===== config.mk =====
export PLATFORM = sky130hd
export DESIGN_NAME = color_frame_parser_unit
export DESIGN_NICKNAME = d
export VERILOG_FILES = /design/src/design/cfp_pkg.sv /design/src/design/color_frame_parser_unit.sv /design/src/design/cfp_in_stage.sv /design/src/design/cfp_frame_fsm.sv /design/src/design/cfp_out_stage.sv
export SDC_FILE = /design/constraint.sdc
export NUM_CORES = 1
export LEC_CHECK = 0
export BUFFER_PORTS_ARGS = -buffer_cell sky130_fd_sc_hd__buf_2
export CORE_ASPECT_RATIO = 1.5
export CORE_MARGIN = 2
export CORE_UTILIZATION = 50
export CTS_BUF_LIST = sky130_fd_sc_hd__clkbuf_4 sky130_fd_sc_hd__clkbuf_8 sky130_fd_sc_hd__clkbuf_16
export DETAILED_ROUTE_END_ITERATION = 10
export GPL_TIMING_DRIVEN = 0
export MAX_ROUTING_LAYER = met4
export PLACE_DENSITY = 0.76
export SLEW_MARGIN = 30
export SYNTH_ARGS = -nofsm -noshare
export SYNTH_HDL_FRONTEND = slang
export SYNTH_SLANG_ARGS = --single-unit

===== constraint.sdc =====
create_clock -name clk -period 6.75 [get_ports clk]
set_clock_uncertainty 0.05 [all_clocks]
set_input_delay 0.3375 -clock clk [delete_from_list [all_inputs] [get_ports clk]]
set_output_delay 0.3375 -clock clk [all_outputs]
set_load 0.01 [all_outputs]

===== src/design/cfp_pkg.sv =====
// Shared types, constants and helpers for the color frame parser.
package cfp_pkg;

	localparam int BYTE_W      = 8;
	localparam int ENTRY_W     = 6;
	localparam int COLOR_W     = 10;
	localparam int TYPE_W      = 3;
	localparam int SIZE_W      = 3;
	localparam int COUNT_W     = 4;
	localparam int STORE_DEPTH = 6;
	localparam int STORE_IDX_W = 3;

	localparam logic [1:0]         HDR_MARK   = 2'b11;
	localparam logic [1:0]         DATA_MARK  = 2'b00;
	localparam logic [COUNT_W-1:0] COUNT_MAX  = 4'd8;
	localparam logic [COUNT_W-1:0] STORE_LIM  = 4'd6;

	typedef logic [ENTRY_W-1:0] entry_t;
	typedef entry_t store_t [STORE_DEPTH];

	// Parser phase, one-hot
	typedef enum logic [1:0] {
		PH_HDR  = 2'b01,
		PH_DATA = 2'b10
	} phase_t;

	// One finished frame
	typedef struct packed {
		logic [COLOR_W-1:0] red;
		logic [COLOR_W-1:0] green;
		logic [COLOR_W-1:0] blue;
		logic [TYPE_W-1:0]  message_type;
	} result_t;

	// Color from a high entry (2 bits used) and a low entry (6 bits)
	function automatic logic [COLOR_W-1:0] make_color(entry_t hi, entry_t lo);
		make_color = {hi[1:0], 2'b00, lo};
	endfunction

endpackage


===== src/design/color_frame_parser_unit.sv =====
// Top level of the color frame parser.
// Accepts one received word per cycle while not stalled and emits one color word
// per completed frame. A word goes through an input register and the parser
// logic into an output register. A result is loaded into the output register
// when its last data word moves on from the input register, and waits there
// until the receiver takes it. A new word can be taken every cycle. The input
// stalls only while the input register holds a word and the output register is
// full and stalled. No clearing pass after reset is needed; the six-entry payload
// store resets to zero directly.
module color_frame_parser_unit import cfp_pkg::*; (
	input  logic               clk,
	input  logic               arst_n,
	input  logic               in_valid,
	output logic               in_stall,
	input  logic [BYTE_W-1:0]  rx_byte,
	output logic               out_valid,
	input  logic               out_stall,
	output logic [COLOR_W-1:0] red,
	output logic [COLOR_W-1:0] green,
	output logic [COLOR_W-1:0] blue,
	output logic [TYPE_W-1:0]  message_type
);

	logic              adv;
	logic              valid_s1;
	logic [BYTE_W-1:0] byte_s1;
	logic              res_fire;
	result_t           res;

	cfp_in_stage u_in (
		.clk      (clk),
		.arst_n   (arst_n),
		.in_valid (in_valid),
		.in_stall (in_stall),
		.rx_byte  (rx_byte),
		.adv      (adv),
		.valid_s1 (valid_s1),
		.byte_s1  (byte_s1)
	);

	cfp_frame_fsm u_fsm (
		.clk      (clk),
		.arst_n   (arst_n),
		.adv      (adv),
		.byte_s1  (byte_s1),
		.res_fire (res_fire),
		.res      (res)
	);

	cfp_out_stage u_out (
		.clk          (clk),
		.arst_n       (arst_n),
		.res_fire     (res_fire),
		.res          (res),
		.valid_s1     (valid_s1),
		.adv          (adv),
		.out_valid    (out_valid),
		.out_stall    (out_stall),
		.red          (red),
		.green        (green),
		.blue         (blue),
		.message_type (message_type)
	);

endmodule


===== src/design/cfp_in_stage.sv =====
// Input register stage: holds one received word until the parser takes it.
module cfp_in_stage import cfp_pkg::*; (
	input  logic              clk,
	input  logic              arst_n,
	input  logic              in_valid,
	output logic              in_stall,
	input  logic [BYTE_W-1:0] rx_byte,
	input  logic              adv,
	output logic              valid_s1,
	output logic [BYTE_W-1:0] byte_s1
);

	// Stall only while a held word cannot move on
	assign in_stall = valid_s1 && !adv;

	always_ff @(posedge clk or negedge arst_n) begin
		if (!arst_n) begin
			valid_s1 <= 1'b0;
		end else if (!in_stall) begin
			valid_s1 <= in_valid;
		end
	end

	always_ff @(posedge clk) begin
		if (!in_stall && in_valid) begin
			byte_s1 <= rx_byte;
		end
	end

endmodule


===== src/design/cfp_frame_fsm.sv =====
// Frame parser: header/data phase tracking, payload store and result assembly.
module cfp_frame_fsm import cfp_pkg::*; (
	input  logic              clk,
	input  logic              arst_n,
	input  logic              adv,
	input  logic [BYTE_W-1:0] byte_s1,
	output logic              res_fire,
	output result_t           res
);

	phase_t              phase_q, phase_n;
	logic [TYPE_W-1:0]   type_q, type_n;
	logic [SIZE_W-1:0]   size_q, size_n;
	logic [COUNT_W-1:0]  cnt_q, cnt_n;
	store_t              store_q, store_n;

	// Next state for the word at the input register
	always_comb begin
		phase_n  = phase_q;
		type_n   = type_q;
		size_n   = size_q;
		cnt_n    = cnt_q;
		store_n  = store_q;
		res_fire = 1'b0;
		case (phase_q)
			PH_HDR: begin
				if (byte_s1[7:6] == HDR_MARK) begin
					type_n  = byte_s1[5:3];
					size_n  = byte_s1[2:0];
					cnt_n   = '0;
					phase_n = PH_DATA;
				end
			end
			PH_DATA: begin
				if (byte_s1[7:6] != DATA_MARK) begin
					// abort, word dropped
					phase_n = PH_HDR;
				end else begin
					if (cnt_q < STORE_LIM) begin
						store_n[cnt_q[STORE_IDX_W-1:0]] = byte_s1[ENTRY_W-1:0];
					end
					if (cnt_q < COUNT_MAX) begin
						cnt_n = cnt_q + 4'd1;
					end
					if (cnt_n == {1'b0, size_q}) begin
						res_fire = 1'b1;
						phase_n  = PH_HDR;
					end
				end
			end
			default: begin
				phase_n = PH_HDR;
			end
		endcase
	end

	// Colors come from the store including this word
	assign res.red          = make_color(store_n[0], store_n[1]);
	assign res.green        = make_color(store_n[2], store_n[3]);
	assign res.blue         = make_color(store_n[4], store_n[5]);
	assign res.message_type = type_q;

	always_ff @(posedge clk or negedge arst_n) begin
		if (!arst_n) begin
			phase_q <= PH_HDR;
			type_q  <= '0;
			size_q  <= '0;
			cnt_q   <= '0;
			for (int i = 0; i < STORE_DEPTH; i++) begin
				store_q[i] <= '0;
			end
		end else if (adv) begin
			phase_q <= phase_n;
			type_q  <= type_n;
			size_q  <= size_n;
			cnt_q   <= cnt_n;
			store_q <= store_n;
		end
	end

endmodule


===== src/design/cfp_out_stage.sv =====
// Output register: holds a finished frame until the receiver takes it.
module cfp_out_stage import cfp_pkg::*; (
	input  logic               clk,
	input  logic               arst_n,
	input  logic               res_fire,
	input  result_t            res,
	input  logic               valid_s1,
	output logic               adv,
	output logic               out_valid,
	input  logic               out_stall,
	output logic [COLOR_W-1:0] red,
	output logic [COLOR_W-1:0] green,
	output logic [COLOR_W-1:0] blue,
	output logic [TYPE_W-1:0]  message_type
);

	logic    out_free;
	result_t res_q;

	// Register can load when empty or being taken this cycle
	assign out_free = !out_valid || !out_stall;
	assign adv      = valid_s1 && out_free;

	always_ff @(posedge clk or negedge arst_n) begin
		if (!arst_n) begin
			out_valid <= 1'b0;
		end else if (out_free) begin
			out_valid <= adv && res_fire;
		end
	end

	always_ff @(posedge clk) begin
		if (adv && res_fire) begin
			res_q <= res;
		end
	end

	assign red          = res_q.red;
	assign green        = res_q.green;
	assign blue         = res_q.blue;
	assign message_type = res_q.message_type;

endmodule


==> results of run 1 <==
## area by class of cell
class	count	area, µm²	share of cell area [%]
clock inverter	6	90.09	2.341
clock buffer	10	131.4	3.415
inverter	4	15.01	0.3902
timing repair buffer	44	242.7	6.309
buffer	15	123.9	3.220
tap	76	95.09	2.472
sequential	73	2003	52.07
multi-input combinational	125	1146	29.79
## per-layer routing
| metal | share of wire [%] | up-vias |
|---|---|---|
| li1 | - | 895 |
| met1 | 40 | 882 |
| met2 | 54 | 47 |
| met3 | 3.7 | 9 |
| met4 | 2.0 | 0 |
| met5 | 0 | - |
## worst max-delay path, cell delays in order (launching register included)
cell     delay, ns
dfrtp_1       0.42
buf_2         0.23
nor2b_1       0.18
a21oi_1       0.08
or4_1         0.61
nor3_2        0.43
buf_6         0.22
buf_6         0.14
## cells by family (layout without fill, tap and decap cells)
logic type | Yosys count | after routing | synth area share (%)
other | 1 | 6 | 0.1149
adder cells (fa/ha/maj) | 3 | 3 | 1.150
AND/OR/NAND/NOR | 41 | 41 | 7.935
XOR/XNOR | 3 | 3 | 0.8051
AO/OA/AOI/OAI | 18 | 18 | 4.370
flip-flops | 73 | 73 | 61.36
multiplexers | 54 | 54 | 20.01
buffers and inverters | 19 | 79 | 4.254
## cell usage in the layout (no fill, tap or decap), drive strengths merged, types with 2 or more instances in the layout
cell      n
buf      56
mux2     54
dfrtp    37
edfxtp   35
clkbuf   12
nand3     6
conb      6
nand2     5
nor2      5
inv       5
nand2b    4
nor3      4
nand4     4
nor2b     3
a21oi     3
ha        3
xor2      2
o22a      2
o21ai     2
o2bb2ai   2
a22o      2
bufinv    2
and2      2
a21boi    2
clkinv    2
## stage by stage
step / total power, W / util, % / instance area (µm²)
floorplan: 0.0006383 / - / 3283
CTS: 0.001054 / 59.96 / 3835
global route: 0.001092 / 60.15 / 3847
finish: 0.001045 / 60.15 / 3847
detailed placement: 0.0006778 / 56.49 / 3613
global placement: 0.0006674 / 55.95 / 3578
## synthesized netlist by cell type, types with 4 or more instances
cell type / instances / area share [%]
mux2_2: 42 / 14
dfrtp_1: 37 / 28
edfxtp_1: 35 / 32
mux2_4: 12 / 5.5
buf_4: 7 / 1.6
nand3_1: 6 / 0.92
nand2_1: 5 / 0.57
nor2_1: 5 / 0.57
inv_1: 4 / 0.46
nand2b_1: 4 / 0.77
nor3_1: 4 / 0.61
## timing repair
action,CTS,global route
endpoints found under the hold margin,0,37
hold buffers,0,1
gates resized for setup,0,0
## state kept, by name, indices dropped and copies added (netlist names)
name	cells
u_fsm.cnt_q	4
u_fsm.phase_q	2
u_fsm.size_q	3
u_fsm.store_q	24
u_fsm.type_q	3
u_in.byte_s1	8
u_in.valid_s1	1
u_out.blue	8
u_out.green	8
u_out.message_type	3
u_out.out_valid	1
u_out.red	8
## where the power goes
group	switching (W)	internal (W)
Combinational	0.0000688	0.0000689
Sequential	0.0000231	0.000506
Clock	0.000164	0.000213
Total	0.000256	0.000789
## path summary, 6_finish.rpt
kind | from | end | slack [ns] | cells after the start
min in group asynchronous | arst_n | u_fsm.phase_q[1]$_DFFE_PN0P_ | 0.43 | 2
setup reg to reg | u_fsm.cnt_q[0]$_DFFE_PN0P_ | u_out.green[1]$_DFFE_PP_ | 4.11 | 7
max in group asynchronous | arst_n | u_fsm.size_q[0]$_DFFE_PN0P_ | 5.86 | 2
setup / recovery | u_fsm.cnt_q[0]$_DFFE_PN0P_ | u_out.green[1]$_DFFE_PP_ | 4.11 | 7
hold / removal | rx_byte[3] | u_in.byte_s1[3]$_DFFE_PP_ | 0.11 | 1
hold reg to reg | u_fsm.type_q[2]$_DFFE_PN0P_ | u_out.message_type[2]$_DFFE_PP_ | 0.41 | 0
==> key figures, run 1 <==
Place
  • PortBufs: 40
  • Worst Setup Slack post-DPL: ~4 ns
  • RePlAce Congestion: 0.8137
  • Placed Cells incl. Taps: between 300 and 400
  • Final HPWL DP: between 3 and 4 mm

CTS
  • Clock root buffer: clkbuf_8
  • Max Buffers Root-to-Sink: 2
  • CTS buffer count: 9
  • CTS H-tree lvls: 3
  • Post-CTS setup buffer count: 0
  • CTS tree: done
  • Clock latency on the worst-skew pair: 0.35 ns
  • Sink Count: 73
  • Clock slew at reported path FFs: 0.08 ns

Cells and area
  • ANT cells: 0
  • Area Overhead vs Synth: 17.86%
  • Final #Nets: 287
  • Layout cell share with drive strength beyond 1: around 49%
  • Post-Layout Cell Count: roughly 350
  • Fillers: roughly 500

STA
  • Slew @ Worst Pin: between 0.6 and 0.7 ns
  • Minimum clock period: ~2.6 ns
  • Final worst-path cycle share: between 30% and 40%
  • Setup TNS: 0 ns
  • RSZ-0062 raised after global routing: no
  • Worst hold slack: approximately 0.11 ns
  • Pins Over Slew Limit: 0
  • Fmax: 379.1 MHz
  • Final Worst Setup Slack: 4.112 ns
  • Final hold violations: 0
  • Setup Viol. Count Final: 0
  • Slew HR: 54.46%

Critical path
  • Worst Path Required: 6.77 ns
  • CP Data Arrival Time: ~2.7 ns
  • Crit Path Max Fanout: 10
  • Crit. End Element: flip-flop
  • Crit path launch type: flip-flop
  • Class of the most critical setup path: reg -> reg

Run status
  • Status: complete, no violations

Synth
  • Cell area after synthesis: approximately 0.0033 mm²
  • Top FF cell, synth: dfrtp_1
  • Post-synth cell types: 45
  • Synth Instances: 212
  • Avg Cell Area, Syn: between 15 and 20 µm²
  • Post-synth EDFFs: 35
  • Synthesized flop and latch total: 73
  • Post-synthesis async set-or-reset flop share: approximately 52%
  • Syn. warnings: 0
  • Seq/Total Area, Yosys: 61.36%

Routing
  • Via density: roughly 5.2
  • Via Count: between 1500 and 2000
  • Remaining DRCs: 0
  • Drt wl/cell: ~15 µm
  • Routed WL: ~5.3 mm
  • Post-route ant nets: 0
  • First DRT Iteration DRCs: just over 80
  • TritonRoute pass-1 iters: 4

Global routing
  • Largest net degree at the start of global routing: 39
  • Most used routing layer: met2
  • Met1 GRT Util: 18.95%
  • GRT Overall Usage: 16.42%
  • First-pass GRT wire length: ~8.6 mm
  • Met3 usage: under 10%
  • Met2 usage: 26.96%
  • Initial antenna violation count: 0
  • Vias in the first global route: between 1500 and 2000
  • Total grt overflow: 0

Hold path
  • Min-Delay Path Class: in -> reg

Job
  • Max-cap violations: 0

Floorplan
  • Core Footprint: approximately 0.0064 mm²
  • Die Width: about 70 µm
  • Num rows: 36
  • Num ports: 47
  • Die area: slightly above 0.007 mm²
  • Initial Util: 51.04%
  • Die Ht: 103.0 µm

Pwr
  • PD cells: about 270 mW/mm²
  • Maximum vdd drop: approximately 0.00019 V
  • Leak Pwr: 1.825 nW
No activity file was read; power rests on OpenSTA's default activity.
==> run 2: changes to the inputs <==
--- a/config.mk
+++ b/config.mk
@@ -13,7 +13,7 @@
 export DETAILED_ROUTE_END_ITERATION = 10
 export GPL_TIMING_DRIVEN = 0
 export MAX_ROUTING_LAYER = met4
-export PLACE_DENSITY = 0.76
+export PLACE_DENSITY = 0.79
 export SLEW_MARGIN = 30
 export SYNTH_ARGS = -nofsm -noshare
 export SYNTH_HDL_FRONTEND = slang
==> constraint.sdc (replaced) <==
create_clock -name clk -period 2.2 [get_ports clk]
set_clock_uncertainty 0.05 [all_clocks]
set_input_delay 0.11 -clock clk [delete_from_list [all_inputs] [get_ports clk]]
set_output_delay 0.11 -clock clk [all_outputs]
set_load 0.01 [all_outputs]
==> run 2 against run 1 <==
The flow now finishes with violations (negative setup slack). Sequential power grew to 3.1 times the previous value. Flip-flop and latch count stayed put. Combinational power grew to 3.8 times the previous value. Critical path depth stayed put. Register-to-register slack worse by 4.1 ns. Clock power grew to 2.8 times the previous value. Worst setup slack worse by 4.1 ns. Via count is 7.5% higher. Clock-buffer cell count is 1 higher. Utilization is 4.7 points higher.
==> key figures, run 2 (synthesis gave the netlist of run 1 again) <==
Critical path
  • CP max stage delay: 0.52 ns (-0.09 ns)
  • Crit Path Max Fanout: 12 (+2)
  • Crit path launch type: flip-flop
  • Class of the most critical setup path: reg -> reg
  • Critical path launch point: u_fsm.cnt_q[2]$_DFFE_PN0P_
  • Worst path cell trace: buf_6 > xor2_2 > xnor2_1 > or4_4 > nor3_4 > buf_6 > buf_12
  • CP Data Arrival Time: 2.24 ns (-0.41 ns)
  • Crit path top cell by count: buf_6
  • Crit. End Element: flip-flop
  • R2r startpoint: u_fsm.cnt_q[2]$_DFFE_PN0P_
  • CP max-delay cell: or4_4
  • R2R depth: 7 (unchanged)
  • Worst Path Required: 2.22 ns (-4.55 ns)

Place
  • Placed Cells incl. Taps: 334 (-0.60%)
  • RePlAce Congestion: 0.8046 (-1.1%)
  • Area post-placement: 0.003620 mm² (+0.17%)
  • Final HPWL DP: 3.658 mm (-0.68%)
  • PortBufs: 40 (unchanged)

Pwr
  • Comb pwr share: 16.4% (+3.2 points)
  • PD cells: 771.8 mW/mm² (+180%)
  • Switching portion of total power: 25.77% (+1.3 points)
  • Net Switching: 0.0008252 W (+220%)
  • Leak Pwr: 1.961 nW (+7.5%)
  • Internal: 0.002377 W (+200%)
  • Sequential share of power: 51.2% (+0.5 points)
  • Clock power share: 32.4% (-3.7 points)
  • Maximum vdd drop: 0.0005213 V (+180%)

STA
  • Fmax: 449.5 MHz (+19%)
  • Setup TNS: -0.2285 ns (-0.2285 ns)
  • Minimum clock period: 2.224 ns (-0.4137 ns)
  • Pins Over Slew Limit: 0 (unchanged)
  • Slew HR: 58.00% (+3.5 points)
  • Slew @ Worst Pin: 0.6276 ns (-0.05291 ns)
  • Worst hold slack: 0.2259 ns (+0.1186 ns)
  • Final hold violations: 0 (unchanged)
  • Final Worst Setup Slack: -0.02448 ns (-4.136 ns)
  • RSZ-0062 raised after global routing: yes
  • Final worst-path cycle share: 101.1% (+62 points)
  • Setup Viol. Count Final: 17 (+17)

Global routing
  • First-pass GRT wire length: 9.473 mm (+10%)
  • Met3 usage: 4.497% (+0.39 points)
  • GRT Overall Usage: 18.13% (+1.7 points)
  • Total grt overflow: 0 (unchanged)
  • Vias in the first global route: 1955 (+9.0%)
  • Largest net degree at the start of global routing: 39 (unchanged)
  • Most used routing layer: met2
  • Met2 usage: 29.60% (+2.6 points)
  • Met1 GRT Util: 20.23% (+1.3 points)
  • Initial antenna violation count: 0 (unchanged)

CTS
  • Clock latency on the worst-skew pair: 0.36 ns (about the same)
  • Clock slew at reported path FFs: 0.08 ns (about the same)
  • CTS tree: done
  • CTS buffer count: 9 (unchanged)
  • CTS H-tree lvls: 3 (unchanged)
  • Sink Count: 73 (unchanged)
  • Max Buffers Root-to-Sink: 2 (unchanged)
  • Clock root buffer: clkbuf_8

Cells and area
  • Area Overhead vs Synth: 27.10%
  • Final #Nets: 310 (+8.0%)
  • ANT cells: 0 (unchanged)
  • Layout cell share with drive strength beyond 1: 52.00% (+3.3 points)
  • Largest reg by FF count: u_fsm.store_q
  • Commonest non-fill, non-tap cell in the layout: mux2_2
  • Cell area after layout: 0.004149 mm² (+7.8%)
  • Post-Layout Cell Count: 376 (+6.5%)
  • Number of flip-flops in the largest register: 24 (unchanged)
  • Most frequent cells in the layout: mux2_2 (42), buf_2 (39), dfrtp_1 (36), edfxtp_1 (35), buf_4 (18)

Routing
  • First DRT Iteration DRCs: 100 (+22%)
  • TritonRoute pass-1 iters: 4 (unchanged)
  • Post-route ant nets: 0 (unchanged)
  • Via density: 5.239 (+0.90%)
  • Remaining DRCs: 0 (unchanged)
  • Routed WL: 6.051 mm (+14%)
  • Drt wl/cell: 16.09 µm (+7.3%)
  • Via Count: 1970 (+7.5%)

Floorplan
  • Die Width: 69.98 µm (unchanged)
  • Core Footprint: 0.006396 mm² (unchanged)
  • Num rows: 36 (unchanged)
  • Num ports: 47 (unchanged)
  • Initial Util: 51.04% (unchanged)
  • Die area: 0.007205 mm² (unchanged)
  • Die Ht: 103.0 µm (unchanged)

Job
  • Max-cap violations: 0 (unchanged)

Run status
  • Failing checks: negative setup slack
  • Status: finished, violations left

Hold path
  • Min-Delay Path Class: in -> async
[run 2: through the flow]
step | setup slack [ns] | total power [W] | util, %
CTS | -0.002491 | 0.003165 | 63.38
floorplan | -0.2763 | 0.001973 | -
global route | -0.07953 | 0.003345 | 64.87
finish | -0.02448 | 0.003202 | 64.87
global placement | -0.6584 | 0.002060 | 56.36
detailed placement | -0.4643 | 0.002084 | 56.59
[run 2: layout make-up]
cell class                 instances  area, µm²
fill                             472       2247
sequential                        73       2004
multi-input combinational        125       1219
timing repair buffer              67      480.5
buffer                            15      140.1
clock buffer                      11      138.9
tap                               76      95.09
clock inverter                     5      56.30
inverter                           4      15.01
[run 2: worst max-delay path, delay by kind of cell (launching register included)]
kind                   cells  cell delay, ns
AND/OR/NAND/NOR            2            0.78
buffers and inverters      3            0.43
flip-flops                 1            0.40
XOR/XNOR                   2            0.27
[run 2: routing by layer]
metal	up-vias	share of wire, %
li1	931	-
met1	968	42
met2	53	51
met3	18	4.1
met4	0	3.2
met5	-	0
[run 2: path summary, 6_finish.rpt]
kind	end	slack, ns
hold / removal	u_fsm.store_q[14]$_DFFE_PN0P_	0.23
min in group clk	u_out.message_type[2]$_DFFE_PP_	0.40
max in group asynchronous	u_fsm.cnt_q[0]$_DFFE_PN0P_	1.51
setup reg to reg	u_out.message_type[1]$_DFFE_PP_	-0.02
setup / recovery	u_out.message_type[1]$_DFFE_PP_	-0.02
hold reg to reg	u_out.message_type[2]$_DFFE_PP_	0.40
[run 2: power groups by stage]
| stage | registers, W | clock network (W) | logic, W |
|---|---|---|---|
| 5_1_grt | 0.00165 | 0.00111 | 0.000582 |
| 6_report | 0.00164 | 0.00104 | 0.000524 |
| 3_3_place_gp | 0.00165 | 0 | 0.000413 |
| 3_5_place_dp | 0.00165 | 0 | 0.000430 |
| 2_1_floorplan | 0.00163 | 0 | 0.000342 |
| 4_1_cts | 0.00163 | 0.00106 | 0.000477 |
[run 2: timing repair]
action,CTS,global route
pin swaps,3,3
setup buffers,6,8
gates resized for setup,7,10
hold endpoints to repair,47,0
hold buffers,11,0
cloned,1,0
setup endpoints to repair,39,45
==> run 3: changes to the inputs <==
--- a/config.mk
+++ b/config.mk
@@ -13,7 +13,7 @@
 export DETAILED_ROUTE_END_ITERATION = 10
 export GPL_TIMING_DRIVEN = 0
 export MAX_ROUTING_LAYER = met4
-export PLACE_DENSITY = 0.79
+export PLACE_DENSITY = 0.74
 export SLEW_MARGIN = 30
 export SYNTH_ARGS = -nofsm -noshare
 export SYNTH_HDL_FRONTEND = slang
==> constraint.sdc (replaced) <==
create_clock -name clk -period 1.9 [get_ports clk]
set_clock_uncertainty 0.05 [all_clocks]
set_input_delay 0.095 -clock clk [delete_from_list [all_inputs] [get_ports clk]]
set_output_delay 0.095 -clock clk [all_outputs]
set_load 0.01 [all_outputs]
==> run 3 against run 2 <==
The run still ends with negative setup slack left. Design area increased by 2.0%. Power increased by 11%. Final cell count increased by 2.1%. Worst setup slack got worse by 0.24 ns. Non-clock buffer count increased by 8. Critical endpoint is now u_out.green[4]$_DFFE_PP_. Largest power group unchanged.
==> key figures, run 3 (synthesis gave the netlist of run 1 again) <==
Routing
  • First DRT Iteration DRCs: 116 (+16%)
  • Remaining DRCs: 0 (unchanged)
  • Post-route ant nets: 0 (unchanged)
  • Via Count: 1996 (+1.3%)
  • Drt wl/cell: 15.84 µm (-1.6%)
  • Routed WL: 6.081 mm (+0.50%)
  • TritonRoute pass-1 iters: 4 (unchanged)
  • Via density: 5.198 (-0.79%)

Critical path
  • Crit Path Max Fanout: 7 (-5)
  • Critical path launch point: u_fsm.cnt_q[1]$_DFFE_PN0P_
  • CP max-delay cell: or4_4
  • Worst path cell trace: ha_4 > xor2_1 > or4_4 > nor3_4 > buf_6 > clkbuf_16
  • CP delay by family, top: simple AND/OR/NAND/NOR gates
  • Crit. End Element: flip-flop
  • Class of the most critical setup path: reg -> reg
  • CP Data Arrival Time: 2.19 ns (-0.05 ns)
  • Worst Path Buf+Inv: 2 (-1)
  • R2r startpoint: u_fsm.cnt_q[1]$_DFFE_PN0P_
  • CP max stage delay: 0.53 ns (about the same)
  • Worst Path Required: 1.93 ns (-0.29 ns)
  • Crit path launch type: flip-flop

Pwr
  • PD cells: 838.3 mW/mm² (+8.6%)
  • Leak Pwr: 2.023 nW (+3.1%)
  • Maximum vdd drop: 0.0006301 V (+21%)

CTS
  • Sink Count: 73 (unchanged)
  • CTS buffer count: 9 (unchanged)
  • CTS H-tree lvls: 3 (unchanged)
  • Clock slew at reported path FFs: 0.08 ns (about the same)
  • Clock latency on the worst-skew pair: 0.36 ns (about the same)
  • Clock root buffer: clkbuf_8
  • Max Buffers Root-to-Sink: 2 (unchanged)
  • CTS tree: done

Run status
  • Failing checks: negative setup slack
  • Status: finished, violations left

Global routing
  • First-pass GRT wire length: 9.156 mm (-3.3%)
  • Vias in the first global route: 1855 (-5.1%)
  • Largest net degree at the start of global routing: 39 (unchanged)
  • Initial antenna violation count: 0 (unchanged)
  • GRT Overall Usage: 17.56% (-0.56 points)
  • Total grt overflow: 0 (unchanged)

STA
  • RSZ-0062 raised after global routing: yes
  • Setup Viol. Count Final: 45 (+28)
  • Slew HR: 57.07% (-0.94 points)
  • Final Worst Setup Slack: -0.2595 ns (-0.2351 ns)
  • Final worst-path cycle share: 113.7% (+13 points)
  • Slew @ Worst Pin: 0.6416 ns (+0.01401 ns)
  • Worst hold slack: 0.2047 ns (-0.02121 ns)
  • Pins Over Slew Limit: 0 (unchanged)
  • Final hold violations: 0 (unchanged)
  • Minimum clock period: 2.160 ns (-0.06494 ns)
  • Fmax: 463.1 MHz (+3.0%)

Cells and area
  • ANT cells: 0 (unchanged)
  • Number of flip-flops in the largest register: 24 (unchanged)
  • Final #Nets: 318 (+2.6%)
  • Area Overhead vs Synth: 29.59%
  • Commonest non-fill, non-tap cell in the layout: buf_2
  • Layout cell share with drive strength beyond 1: 53.57% (+1.6 points)
  • Most frequent cells in the layout: buf_2 (39), dfrtp_1 (37), edfxtp_1 (35), mux2_2 (30), buf_4 (27)
  • Largest reg by FF count: u_fsm.store_q

Floorplan
  • Core Footprint: 0.006396 mm² (unchanged)
  • Die area: 0.007205 mm² (unchanged)
  • Die Ht: 103.0 µm (unchanged)
  • Initial Util: 51.04% (unchanged)
  • Num rows: 36 (unchanged)
  • Num ports: 47 (unchanged)
  • Die Width: 69.98 µm (unchanged)

Job
  • Max-cap violations: 0 (unchanged)

Place
  • Worst Setup Slack post-DPL: -0.7097 ns (-0.2454 ns)
  • PortBufs: 40 (unchanged)
  • Final HPWL DP: 3.690 mm (+0.86%)
  • RePlAce Congestion: 0.7790 (-3.2%)

Hold path
  • Min-Delay Path Class: in -> async
==> run 3: cell types whose count changed in the layout (fill, tap and decap cells not counted), moves of 2 or more <==
cell / delta
buf_4: +9
clkinvlp_4: +2
mux2_4: +12
mux2_2: -12
==> run 3: what timing repair did <==
item                                    CTS  global route
gates resized for setup                  15            16
endpoints found under the setup margin   71            68
hold endpoints to repair                 47             0
setup buffers                            16             8
hold buffers                             11             0
pin swaps                                 6             2
cloned                                    0             1
==> run 3: layer usage <==
layer	track usage, %	wire length, µm
met2	29.74	3243
met3	3.812	206
met1	19.13	2469
met5	-	0
met4	10.21	161
==> run 3: worst register-to-register path: cells and delay by family, from the launching register on <==
kind,cells,cell delay [ns]
XOR/XNOR,1,0.13
adder cells (fa/ha/maj),1,0.26
buffers and inverters,2,0.32
flip-flops,1,0.42
AND/OR/NAND/NOR,2,0.69
==> run 3: worst paths after layout <==
kind                                              endpoint  slack [ns]  cells past startpoint
setup / recovery                  u_out.green[4]$_DFFE_PP_       -0.26                      6
hold / removal               u_fsm.store_q[19]$_DFFE_PN0P_        0.20                      2
setup reg to reg                  u_out.green[4]$_DFFE_PP_       -0.26                      6
hold reg to reg            u_out.message_type[1]$_DFFE_PP_        0.40                      0
max in group asynchronous     u_fsm.phase_q[0]$_DFFE_PN1P_        1.24                      2
min in group clk           u_out.message_type[1]$_DFFE_PP_        0.40                      0
==> run 3: through the flow <==
step | area (µm²) | setup TNS, ns | power [W] | instances | util, %
2_1_floorplan | 3316 | -16.73 | 0.002288 | 217 | -
3_3_place_gp | 3611 | -36.04 | 0.002387 | 333 | 56.46
3_5_place_dp | 3633 | -24.80 | 0.002411 | 335 | 56.81
4_1_cts | 4088 | -6.899 | 0.003549 | 377 | 63.91
5_1_grt | 4230 | -9.334 | 0.003712 | 384 | 66.14
6_report | 4230 | -6.956 | 0.003546 | 384 | 66.14
==> run 3: power breakdown <==
group          switching [W]  internal [W]  leakage (nW)
Clock               0.000565      0.000498        0.0822
Sequential         0.0000859       0.00180         0.888
Combinational       0.000279      0.000319          1.05
==> run 3: cell type report <==
type / instances / area [µm²]
fillers: 470 / 2166
flip-flops and latches: 73 / 2003
multi-input cells: 125 / 1271
repair buffers: 77 / 569.3
clock buffers: 11 / 138.9
plain buffers: 13 / 105.1
well taps: 76 / 95.09
clock inverters: 5 / 32.53
inverters: 4 / 15.01
